==> src/rtl/gsbt_pkg.sv <==
package gsbt_pkg;

	typedef enum logic [2:0] {
		REG_WARMUP     = 3'd0,
		REG_WINDOW_END = 3'd1,
		REG_VALID_LIM  = 3'd2,
		REG_AVG_FLOOR  = 3'd3,
		REG_MARGIN     = 3'd4,
		REG_RECAL      = 3'd5
	} reg_idx_t;

	localparam logic [15:0] RST_WARMUP     = 16'd50;
	localparam logic [15:0] RST_WINDOW_END = 16'd300;
	localparam logic [15:0] RST_VALID_LIM  = 16'd200;
	localparam logic [15:0] RST_AVG_FLOOR  = 16'd40;
	localparam logic [7:0]  RST_MARGIN     = 8'd30;
	localparam logic [15:0] RST_RECAL      = 16'd1800;
	localparam logic [15:0] RST_LOWEST     = 16'd200;

	typedef struct packed {
		logic [15:0] warmup_ticks;
		logic [15:0] window_end_tick;
		logic [15:0] valid_limit;
		logic [15:0] average_floor;
		logic [7:0]  offset_margin;
		logic [15:0] recal_period;
	} cfg_t;

	typedef struct packed {
		logic [15:0] num;
		logic [15:0] den;
	} div_req_t;

	typedef struct packed {
		logic busy;
		logic done;
	} div_stat_t;

endpackage

==> src/rtl/gas_sensor_baseline_tracker.sv <==
// Ozone sensor baseline tracker.
// Input channel: in_valid / in_stall with one 16-bit raw sample per tick.
// Output channel: out_valid / out_stall with the corrected sample (17-bit
// signed) and the baseline offset in force after that tick.
// Configuration: APB-style port, six registers at byte addresses 0..20.
// The user must write them only while no transaction is in flight; the
// block does not enforce it. Each item runs the tick counter, window
// tracking and offset update; the division (window average) or modulo
// (recalibration check) goes through a shared bit-serial divider, one
// quotient bit per cycle. An item passes through S_DIV, S_UPD and S_FIN,
// and the result register loads as S_FIN ends; the next item is taken only
// back in S_IDLE, after that load. An in-window sample at or above the
// limit skips the divider and goes from S_IDLE straight to S_FIN.
// A result waits in the output register while out_stall is high; the block
// does not finish the next item until that result has been taken.
// Reset clears the tick counter, sum, count and offset, sets the tracked
// minimum to 200 and the registers to their defaults.
module gas_sensor_baseline_tracker (
	input  logic               clk,
	input  logic               arst_n,
	input  logic               in_valid,
	output logic               in_stall,
	input  logic [15:0]        sample,
	output logic               out_valid,
	input  logic               out_stall,
	output logic signed [16:0] corrected,
	output logic [7:0]         offset_now,
	input  logic               psel,
	input  logic               penable,
	input  logic               pwrite,
	input  logic [4:0]         paddr,
	input  logic [31:0]        pwdata,
	output logic [31:0]        prdata,
	output logic               pready
);
	import gsbt_pkg::*;

	typedef enum logic [1:0] {S_IDLE, S_DIV, S_UPD, S_FIN} state_t;

	cfg_t        cfg;
	div_req_t    div_req;
	div_stat_t   div_stat;
	logic        div_start;
	logic [15:0] div_quo;
	logic [15:0] div_rem;

	state_t      state_q;
	logic [15:0] tick_q;
	logic [15:0] sum_q;
	logic [7:0]  count_q;
	logic [15:0] lowest_q;
	logic [7:0]  offset_q;
	logic [15:0] sample_q;
	logic        win_q;
	logic        last_q;
	logic        out_valid_q;
	logic [16:0] corrected_q;
	logic [7:0]  offset_now_q;

	logic        accept;
	logic [15:0] tick_nx;
	logic        in_win;
	logic        smp_ok;
	logic [15:0] sum_nx;
	logic [7:0]  count_nx;
	logic [7:0]  off_fin;
	logic        out_free;

	gsbt_apb_regs u_regs (
		.clk     (clk),
		.arst_n  (arst_n),
		.psel    (psel),
		.penable (penable),
		.pwrite  (pwrite),
		.paddr   (paddr),
		.pwdata  (pwdata),
		.prdata  (prdata),
		.pready  (pready),
		.cfg     (cfg)
	);

	assign in_stall = (state_q != S_IDLE);
	assign accept   = in_valid && !in_stall;
	assign tick_nx  = tick_q + 16'd1;
	assign in_win   = (tick_nx > cfg.warmup_ticks) && (tick_nx <= cfg.window_end_tick);
	assign smp_ok   = sample < cfg.valid_limit;
	assign sum_nx   = sum_q + sample;
	assign count_nx = count_q + 8'd1;

	assign div_start   = accept && (!in_win || smp_ok);
	assign div_req.num = in_win ? sum_nx : tick_nx;
	assign div_req.den = in_win ? {8'd0, count_nx} : cfg.recal_period;

	gsbt_serdiv u_div (
		.clk    (clk),
		.arst_n (arst_n),
		.start  (div_start),
		.req    (div_req),
		.stat   (div_stat),
		.quo    (div_quo),
		.rem    (div_rem)
	);

	assign off_fin  = ({8'd0, offset_q} >= sample_q) ? {1'b0, offset_q[7:1]} : offset_q;
	assign out_free = !out_valid_q || !out_stall;

	always_ff @(posedge clk or negedge arst_n) begin
		if (!arst_n) begin
			state_q     <= S_IDLE;
			tick_q      <= 16'd0;
			sum_q       <= 16'd0;
			count_q     <= 8'd0;
			lowest_q    <= RST_LOWEST;
			offset_q    <= 8'd0;
			win_q       <= 1'b0;
			last_q      <= 1'b0;
			out_valid_q <= 1'b0;
		end else begin
			// in S_FIN the load below takes over when the output frees up
			if (out_valid_q && !out_stall && state_q != S_FIN)
				out_valid_q <= 1'b0;
			unique case (state_q)
				S_IDLE: begin
					if (accept) begin
						tick_q <= tick_nx;
						win_q  <= in_win;
						last_q <= (tick_nx == cfg.window_end_tick);
						if (in_win) begin
							if (smp_ok) begin
								sum_q   <= sum_nx;
								count_q <= count_nx;
								state_q <= S_DIV;
							end else begin
								state_q <= S_FIN;
							end
						end else begin
							if (sample < lowest_q)
								lowest_q <= sample;
							state_q <= S_DIV;
						end
					end
				end
				S_DIV: begin
					if (div_stat.done)
						state_q <= S_UPD;
				end
				S_UPD: begin
					if (win_q) begin
						if (div_quo < cfg.valid_limit && div_quo > cfg.average_floor)
							offset_q <= div_quo[7:0] - cfg.offset_margin;
						if (last_q) begin
							sum_q    <= 16'd0;
							count_q  <= 8'd0;
							lowest_q <= cfg.valid_limit;
						end
					end else if (div_rem == 16'd0 && lowest_q < cfg.valid_limit) begin
						offset_q <= lowest_q[7:0] - cfg.offset_margin;
					end
					state_q <= S_FIN;
				end
				S_FIN: begin
					if (out_free) begin
						offset_q    <= off_fin;
						out_valid_q <= 1'b1;
						state_q     <= S_IDLE;
					end
				end
				default: state_q <= S_IDLE;
			endcase
		end
	end

	always_ff @(posedge clk) begin
		if (accept)
			sample_q <= sample;
		if (state_q == S_FIN && out_free) begin
			corrected_q  <= {1'b0, sample_q} - {9'd0, off_fin};
			offset_now_q <= off_fin;
		end
	end

	assign out_valid  = out_valid_q;
	assign corrected  = corrected_q;
	assign offset_now = offset_now_q;

	a_div_done_in_div: assert property (@(posedge clk) disable iff (!arst_n)
		div_stat.done |-> state_q == S_DIV)
		else $error("divider finished outside the divide state");

	a_neg_range: assert property (@(posedge clk) disable iff (!arst_n)
		out_valid_q && corrected_q[16] |-> &corrected_q[15:7])
		else $error("negative correction below offset range");

	a_accept_busy: assert property (@(posedge clk) disable iff (!arst_n)
		accept |=> state_q != S_IDLE)
		else $error("accepted transaction did not start processing");

	a_start_idle: assert property (@(posedge clk) disable iff (!arst_n)
		div_start |-> !div_stat.busy)
		else $error("divider restarted while busy");

endmodule

==> src/rtl/gsbt_apb_regs.sv <==
module gsbt_apb_regs (
	input  logic             clk,
	input  logic             arst_n,
	input  logic             psel,
	input  logic             penable,
	input  logic             pwrite,
	input  logic [4:0]       paddr,
	input  logic [31:0]      pwdata,
	output logic [31:0]      prdata,
	output logic             pready,
	output gsbt_pkg::cfg_t   cfg
);
	import gsbt_pkg::*;

	cfg_t     cfg_q;
	reg_idx_t idx;
	logic     wr_en;

	assign idx    = reg_idx_t'(paddr[4:2]);
	assign wr_en  = psel && penable && pwrite;
	assign pready = 1'b1;
	assign cfg    = cfg_q;

	always_ff @(posedge clk or negedge arst_n) begin
		if (!arst_n) begin
			cfg_q.warmup_ticks    <= RST_WARMUP;
			cfg_q.window_end_tick <= RST_WINDOW_END;
			cfg_q.valid_limit     <= RST_VALID_LIM;
			cfg_q.average_floor   <= RST_AVG_FLOOR;
			cfg_q.offset_margin   <= RST_MARGIN;
			cfg_q.recal_period    <= RST_RECAL;
		end else if (wr_en) begin
			unique case (idx)
				REG_WARMUP:     cfg_q.warmup_ticks    <= pwdata[15:0];
				REG_WINDOW_END: cfg_q.window_end_tick <= pwdata[15:0];
				REG_VALID_LIM:  cfg_q.valid_limit     <= pwdata[15:0];
				REG_AVG_FLOOR:  cfg_q.average_floor   <= pwdata[15:0];
				REG_MARGIN:     cfg_q.offset_margin   <= pwdata[7:0];
				REG_RECAL:      cfg_q.recal_period    <= pwdata[15:0];
				default: ;
			endcase
		end
	end

	always_comb begin
		unique case (idx)
			REG_WARMUP:     prdata = {16'd0, cfg_q.warmup_ticks};
			REG_WINDOW_END: prdata = {16'd0, cfg_q.window_end_tick};
			REG_VALID_LIM:  prdata = {16'd0, cfg_q.valid_limit};
			REG_AVG_FLOOR:  prdata = {16'd0, cfg_q.average_floor};
			REG_MARGIN:     prdata = {24'd0, cfg_q.offset_margin};
			REG_RECAL:      prdata = {16'd0, cfg_q.recal_period};
			default:        prdata = 32'd0;
		endcase
	end

endmodule

==> src/rtl/gsbt_serdiv.sv <==
module gsbt_serdiv (
	input  logic                clk,
	input  logic                arst_n,
	input  logic                start,
	input  gsbt_pkg::div_req_t  req,
	output gsbt_pkg::div_stat_t stat,
	output logic [15:0]         quo,
	output logic [15:0]         rem
);
	import gsbt_pkg::*;

	// Restoring divider, one quotient bit per cycle. A zero divisor
	// naturally yields an all-ones quotient and the dividend as remainder.
	logic [15:0] quo_q;
	logic [15:0] rem_q;
	logic [15:0] den_q;
	logic [3:0]  cnt_q;
	logic        busy_q;
	logic        done_q;
	logic [16:0] part;
	logic [16:0] diff;
	logic        ge;

	assign part = {rem_q, quo_q[15]};
	assign diff = part - {1'b0, den_q};
	assign ge   = !diff[16];

	always_ff @(posedge clk or negedge arst_n) begin
		if (!arst_n) begin
			busy_q <= 1'b0;
			done_q <= 1'b0;
			cnt_q  <= 4'd0;
		end else begin
			done_q <= busy_q && !start && (cnt_q == 4'd0);
			if (start) begin
				busy_q <= 1'b1;
				cnt_q  <= 4'd15;
			end else if (busy_q) begin
				cnt_q <= cnt_q - 4'd1;
				if (cnt_q == 4'd0)
					busy_q <= 1'b0;
			end
		end
	end

	always_ff @(posedge clk) begin
		if (start) begin
			quo_q <= req.num;
			rem_q <= 16'd0;
			den_q <= req.den;
		end else if (busy_q) begin
			quo_q <= {quo_q[14:0], ge};
			rem_q <= ge ? diff[15:0] : part[15:0];
		end
	end

	assign stat.busy = busy_q;
	assign stat.done = done_q;
	assign quo       = quo_q;
	assign rem       = rem_q;

endmodule

==> config.mk <==
export PLATFORM = sky130hd
export DESIGN_NAME = gas_sensor_baseline_tracker
export DESIGN_NICKNAME = d
export VERILOG_FILES = /design/src/rtl/gsbt_pkg.sv /design/src/rtl/gas_sensor_baseline_tracker.sv /design/src/rtl/gsbt_apb_regs.sv /design/src/rtl/gsbt_serdiv.sv
export SDC_FILE = /design/constraint.sdc
export NUM_CORES = 1
export LEC_CHECK = 0
export ABC_AREA = 1
export BUFFER_PORTS_ARGS = -buffer_cell sky130_fd_sc_hd__clkbuf_2
export CAP_MARGIN = 25
export CORE_MARGIN = 2
export CORE_UTILIZATION = 60
export CTS_CLUSTER_DIAMETER = 80
export DETAILED_ROUTE_END_ITERATION = 7
export PLACE_DENSITY = 0.79
export SLEW_MARGIN = 20
export SYNTH_ARGS = -nofsm -noshare
export SYNTH_HDL_FRONTEND = slang
export SYNTH_SLANG_ARGS = --single-unit
==> constraint.sdc <==
create_clock -name clk -period 4.6 [get_ports clk]
set_input_delay 0.92 -clock clk [delete_from_list [all_inputs] [get_ports clk]]
set_output_delay 0.92 -clock clk [all_outputs]
set_load 0.05 [all_outputs]
==> results.yml, run 1 <==
timing:
  finalSetupViolCount: 0
  whs_ns: 0.3339
  min_period_over_period: 0.8927
  tightest_slew_ns: 0.8009
  timing.fmax_mhz: 243.5
  setup_tns_ns: 0
  fin_skew_ns: 0.01627
  min_period_ns: 4.107
  slew_violations: 0
  slew_headroom: 0.4661
  hold_viol: 0
  setup_ws_ns: 0.4935
  grt_setup_unrepaired: "false"
yosys:
  post_synth.cell_area_avg_um2: 7.933
  synthAdderAreaFrac: 0.1317
  ys_ff_latch: 252
  syn-instance-count: 2088
  synth-simple-area-share: 0.2097
  synth_edf_count: 73
  synth-compound-area-share: 0.1413
  synthFlopType: "dfrtp_1"
  synth-xor-area-share: 0.02742
  yosys-mux-area-fraction: 0
  yosysWarnings: 0
  synth_top_family_by_area: "simple AND/OR/NAND/NOR gates"
  async_flop_share: 0.6468
  ys_types: 59
  ys_seq_area_frac: 0.3997
  synth_area_um2: 16560
detailed_routing:
  antenna_left: 0
  first_pass_iters: 6
  via_per_inst: 5.735
  wire_per_inst_um: 17.27
  drtIter0Drc: 1421
  remaining_drc_errors: 0
  via_count: 14505
  wl_mm: 43.69
layout:
  area_growth_pct: 9.790
  fillers: 2232
  stdcell_count: 2529
  nNetsFinal: 2397
  multi_input_area_um2: 8523
  final_area_um2: 18180
  drive_above_1_share: 0.1029
  post-route-util: 0.6729
  seq_area_um2: 6620
placement:
  placed_area_um2: 17220
  pre_cts_ws_ns: 0.6098
  dpl.hpwl_mm: 32.77
  io_buffers: 84
  gp_congestion: 0.9300
  dp_cells: 2471
clock_tree:
  clock_latency_ns: 0.56
  holdBufCountCts: 0
  cts.clk_slew.worst_paths_ns: 0.06
  ctsLongestPathBuffers: 3
  post_cts_buffers: 0
  cts-resized-gates: 0
  root_buffer: "clkbuf_16"
  htree_levels: 1
  cts_buffers: 29
  cts_tree: "done"
  cts_sinks: 252
flow_run:
  drv_cap: 0
floorplan:
  start_util: 0.6129
  std_cell_rows: 60
  die_y_um: 170.2
  die-area_um2: 28950
  ioPinCount: 120
  die_w_um: 170.2
  coreArea_um2: 27030
critical_path:
  required_ns: 5.05
  worstPathMaxFanout: 48
  end_kind: "flop"
  cp-start-kind: "flop"
  worstPathArrival_ns: 4.56
  worstSetupPathType: "flop to flop"
global_routing:
  grt_pass1_vias: 13551
  grt_usage: 0.3050
  grt_pass1_wl_mm: 69.87
  antenna_found_initial: 0
  overflow: 0
  grt_max_degree: 103
pwr:
  vdd_drop_max_mv: 0.3683
  power_density_nw_per_um2: 664.4
  leakagePower_nw: 9.236
  finalPower_mw: 12.08
hold_path:
  hp-class: "primary input to async pin"
outcome:
  status: "completed"
[kinds of logic after synthesis]
| family | Yosys count |
|---|---|
| buffers and inverters | 361 |
| other | 2 |
| AOI/OAI and AO/OA | 432 |
| adders and majority gates | 172 |
| and+or+nand+nor | 818 |
| DFF | 252 |
| xor gates and xnor gates | 51 |
[sequential cells by signal (all words and copies together) (netlist names)]
name,cells
sum_q,16
win_q,1
corrected,17
u_div.den_q,16
u_div.rem,16
u_div.busy_q,1
tick_q,16
state_q,2
sample_q,16
offset_q,8
count_q,8
last_q,1
u_div.done_q,1
offset_now,8
u_div.quo,16
out_valid,1
u_div.cnt_q,4
u_regs.cfg,88
lowest_q,16
[cell type report]
type	count	area share
Clock inverter	20	0.007775
Inverter	286	0.05903
Antenna cell	1	0.0001376
Multi-Input combinational cell	1490	0.4687
Tap cell	341	0.02346
Clock buffer	33	0.04128
Timing Repair Buffer	106	0.03557
Sequential cell	252	0.3640
[metal layers]
metal | wire [um] | track usage
met1 | 19230 | 0.4277
met2 | 19570 | 0.4866
met3 | 3386 | 0.04488
met4 | 1505 | 0.1041
met5 | 0 | 0
[path summary, 6_finish.rpt]
path / startpoint / endpoint / slack, ns / cells past startpoint
hold / removal: arst_n / offset_q[4] / 0.33 / 1
min in group clk: offset_q[0] / offset_q[0] / 0.48 / 2
setup / recovery: tick_q[0] / count_q[2] / 0.49 / 23
hold reg to reg: offset_q[0] / offset_q[0] / 0.48 / 2
setup reg to reg: tick_q[0] / count_q[2] / 0.49 / 23
max in group asynchronous: arst_n / u_regs.cfg[64] / 3.48 / 2
[synth_stat cells, types with 6 or more instances]
master / instances / area [um2]
o221ai_1: 13 / 113.9
a21oi_1: 113 / 565.5
xnor2_1: 16 / 140.1
o21ai_0: 187 / 935.9
inv_2: 9 / 33.78
a21o_1: 6 / 45.04
nor2_1: 75 / 281.5
dfstp_2: 23 / 604.3
buf_2: 11 / 55.05
dfrtp_1: 140 / 3503
o21ai_1: 67 / 335.3
clkbuf_1: 34 / 127.6
nand3b_1: 17 / 127.6
ha_1: 168 / 2102
xor2_1: 34 / 297.8
inv_1: 275 / 1032
o22ai_1: 15 / 93.84
dfxtp_1: 16 / 320.3
edfxtp_1: 73 / 2192
or2_2: 20 / 125.1
buf_4: 25 / 187.7
nand3_1: 79 / 395.4
nand2_1: 570 / 2140
a221oi_1: 6 / 52.55
nor3_1: 14 / 70.07
o21bai_1: 6 / 45.04
nand4_1: 16 / 100.1
[cell usage in the layout, fill, tap and decap left out, types with 5 or more instances in the layout]
cell / instances
a221oi_1: 6
dfrtp_1: 140
or2_2: 20
o22ai_1: 15
edfxtp_1: 73
nand2_1: 569
ha_1: 168
a21o_1: 6
dfstp_2: 23
inv_1: 275
xor2_1: 34
nand3b_1: 17
o221ai_1: 13
clkinv_2: 11
clkbuf_16: 29
nand4_1: 16
o21ai_1: 67
o21bai_1: 6
inv_2: 9
xnor2_1: 16
nand3_1: 79
nor2_1: 74
conb_1: 17
nand2_2: 5
dfxtp_1: 16
buf_4: 17
clkinv_1: 9
a21oi_1: 112
clkbuf_2: 83
o21ai_0: 187
nor3_1: 14
[report_power, final]
part / internal [mW] / switching, mW / total, mW
clock network: 1.27 / 0.923 / 2.19
registers: 3.15 / 0.553 / 3.70
logic: 2.13 / 4.06 / 6.19
total: 6.55 / 5.53 / 12.1
[critical path, stage by stage (launching register included)]
cell     delay (ns)
dfrtp_1        0.42
ha_1           0.21
nand2_1        0.07
nor2_1         0.14
nand3_1        0.12
nor2_1         0.17
nand3_1        0.14
inv_1          0.10
nand4_1        0.09
xor2_1         0.34
ha_1           0.18
nand2_1        0.07
inv_1          0.06
nand3_1        0.09
nor3_1         0.21
nand2_1        0.09
nand2_1        0.06
nand2_1        0.12
nand2_1        0.47
nand2_1        0.12
nand3_2        0.09
buf_4          0.40
nand2_1        0.13
o21ai_0        0.11
No activity file was read; power rests on OpenSTA's default activity.
==> run 2, diff against run 1 <==
- BUFFER_PORTS_ARGS: -buffer_cell sky130_fd_sc_hd__clkbuf_2 -> -buffer_cell sky130_fd_sc_hd__buf_2
==> results.yml, run 2 (same netlist as run 1, synthesis figures left out) <==
flow_run:
  drv_cap: 0
clock_tree:
  cts-resized-gates: 0
  cts.clk_slew.worst_paths_ns: 0.06
  post_cts_buffers: 0
  holdBufCountCts: 0
  cts_sinks: 252
  cts_tree: "done"
  htree_levels: 1
  root_buffer: "clkbuf_16"
  ctsLongestPathBuffers: 3
  cts_buffers: 28
  clock_latency_ns: 0.55
placement:
  gp_congestion: 0.9327
  pre_cts_ws_ns: 0.5503
  dpl.hpwl_mm: 32.61
  io_buffers: 84
global_routing:
  grt_pass1_vias: 13715
  grt_pass1_wl_mm: 69.90
  grt_max_degree: 104
  grt_use_met3: 0.05023
  grt_usage: 0.3054
  overflow: 0
  antenna_found_initial: 0
  use_met1: 0.4219
  top_usage_layer: "met2"
  met2_usage: 0.4873
timing:
  finalSetupViolCount: 0
  min_period_over_period: 0.8946
  timing.fmax_mhz: 243.0
  slew_violations: 0
  setup_ws_ns: 0.4850
  fin_skew_ns: 0.02071
  min_period_ns: 4.115
  setup_tns_ns: 0
  slew_headroom: 0.4804
  tightest_slew_ns: 0.7775
  hold_viol: 0
  grt_setup_unrepaired: "false"
pwr:
  vdd_drop_max_mv: 0.3945
  finalPower_mw: 12.12
  power_density_nw_per_um2: 665.8
  leakagePower_nw: 9.232
hold_path:
  hp-class: "primary input to async pin"
detailed_routing:
  wire_per_inst_um: 17.25
  antenna_left: 0
  first_pass_iters: 6
  via_count: 14440
  remaining_drc_errors: 0
  wl_mm: 43.59
  drtIter0Drc: 1181
  via_per_inst: 5.717
critical_path:
  worstPathArrival_ns: 4.35
  end_kind: "flop"
  cpMaxStageDelayCell: "inv_1"
  cp-start-kind: "flop"
  worstPathMaxFanout: 20
  max_stage_delay_ns: 0.47
  worstSetupPathType: "flop to flop"
  path_cells: "ha_1, nand2_1, nor2_1, nand3_1, nor2_1, nand3_1, inv_1, nand4_1, xor2_1, ha_1, nand2_1, inv_1, nand3_1, nor3_1, nand2_1, nand2_1, nand2_1, nand3_1, nand2_1, inv_1, buf_4"
  required_ns: 4.83
  crit_top_cell: "nand2_1"
layout:
  area_growth_pct: 9.926
  drive_above_1_share: 0.1025
  mostFrequentLayoutCells: "nand2_1, inv_1, o21ai_0"
  largest_reg_flops: 88
  final_common_cell: "nand2_1"
  nNetsFinal: 2395
  post-route-util: 0.6737
  antenna_cells: 0
floorplan:
  die_y_um: 170.2
  std_cell_rows: 60
  die_w_um: 170.2
  start_util: 0.6129
  die-area_um2: 28950
  ioPinCount: 120
  coreArea_um2: 27030
outcome:
  status: "completed"
==> run 2: path summary, 6_finish.rpt <==
path | from | to | slack [ns] | cells after the start
setup reg to reg | tick_q[0] | u_div.den_q[0] | 0.48 | 21
hold / removal | arst_n | offset_q[4] | 0.26 | 1
hold reg to reg | offset_q[0] | offset_q[0] | 0.48 | 2
setup / recovery | tick_q[0] | u_div.den_q[0] | 0.48 | 21
max in group asynchronous | arst_n | u_regs.cfg[9] | 3.62 | 2
min in group clk | offset_q[0] | offset_q[0] | 0.48 | 2
==> run 2: per-stage QoR <==
step	hold slack [ns]	instances	area, um2
2_1_floorplan	0.4419	2103	16620
3_3_place_gp	0.4587	2471	17220
3_5_place_dp	0.4705	2471	17220
4_1_cts	0.4836	2523	18140
5_1_grt	0.2697	2526	18210
6_report	0.2616	2526	18210
==> run 2: power by group <==
part / switching (mW) / leakage, nW / internal [mW]
Sequential: 0.556 / 2.87 / 3.15
Combinational: 4.04 / 5.90 / 2.12
Clock: 0.911 / 0.459 / 1.34
Total: 5.51 / 9.23 / 6.61
==> run 2: final cells by class <==
cell class	count	area, um2
timing repair buffer	105	631.9
inverter	286	1074
sequential	252	6620
clock buffer	45	867.1
clock inverter	7	62.56
tap	341	426.7
fill	2191	8818
multi-input combinational	1490	8526
==> run 2: worst max-delay path, delay by kind of cell, from the launching register on <==
| family | cells | cell delay [ns] |
|---|---|---|
| xor+xnor | 1 | 0.21 |
| fa+ha+maj | 2 | 0.51 |
| buf+inv | 4 | 0.97 |
| flops | 1 | 0.41 |
| simple gates | 14 | 1.70 |
==> run 2: metal layers <==
layer  vias to the layer above  share of wire
met1                      6743           0.44
met4                         0          0.037
met3                        97          0.076
li1                       7014              -
met5                         -              0
met2                       586           0.44
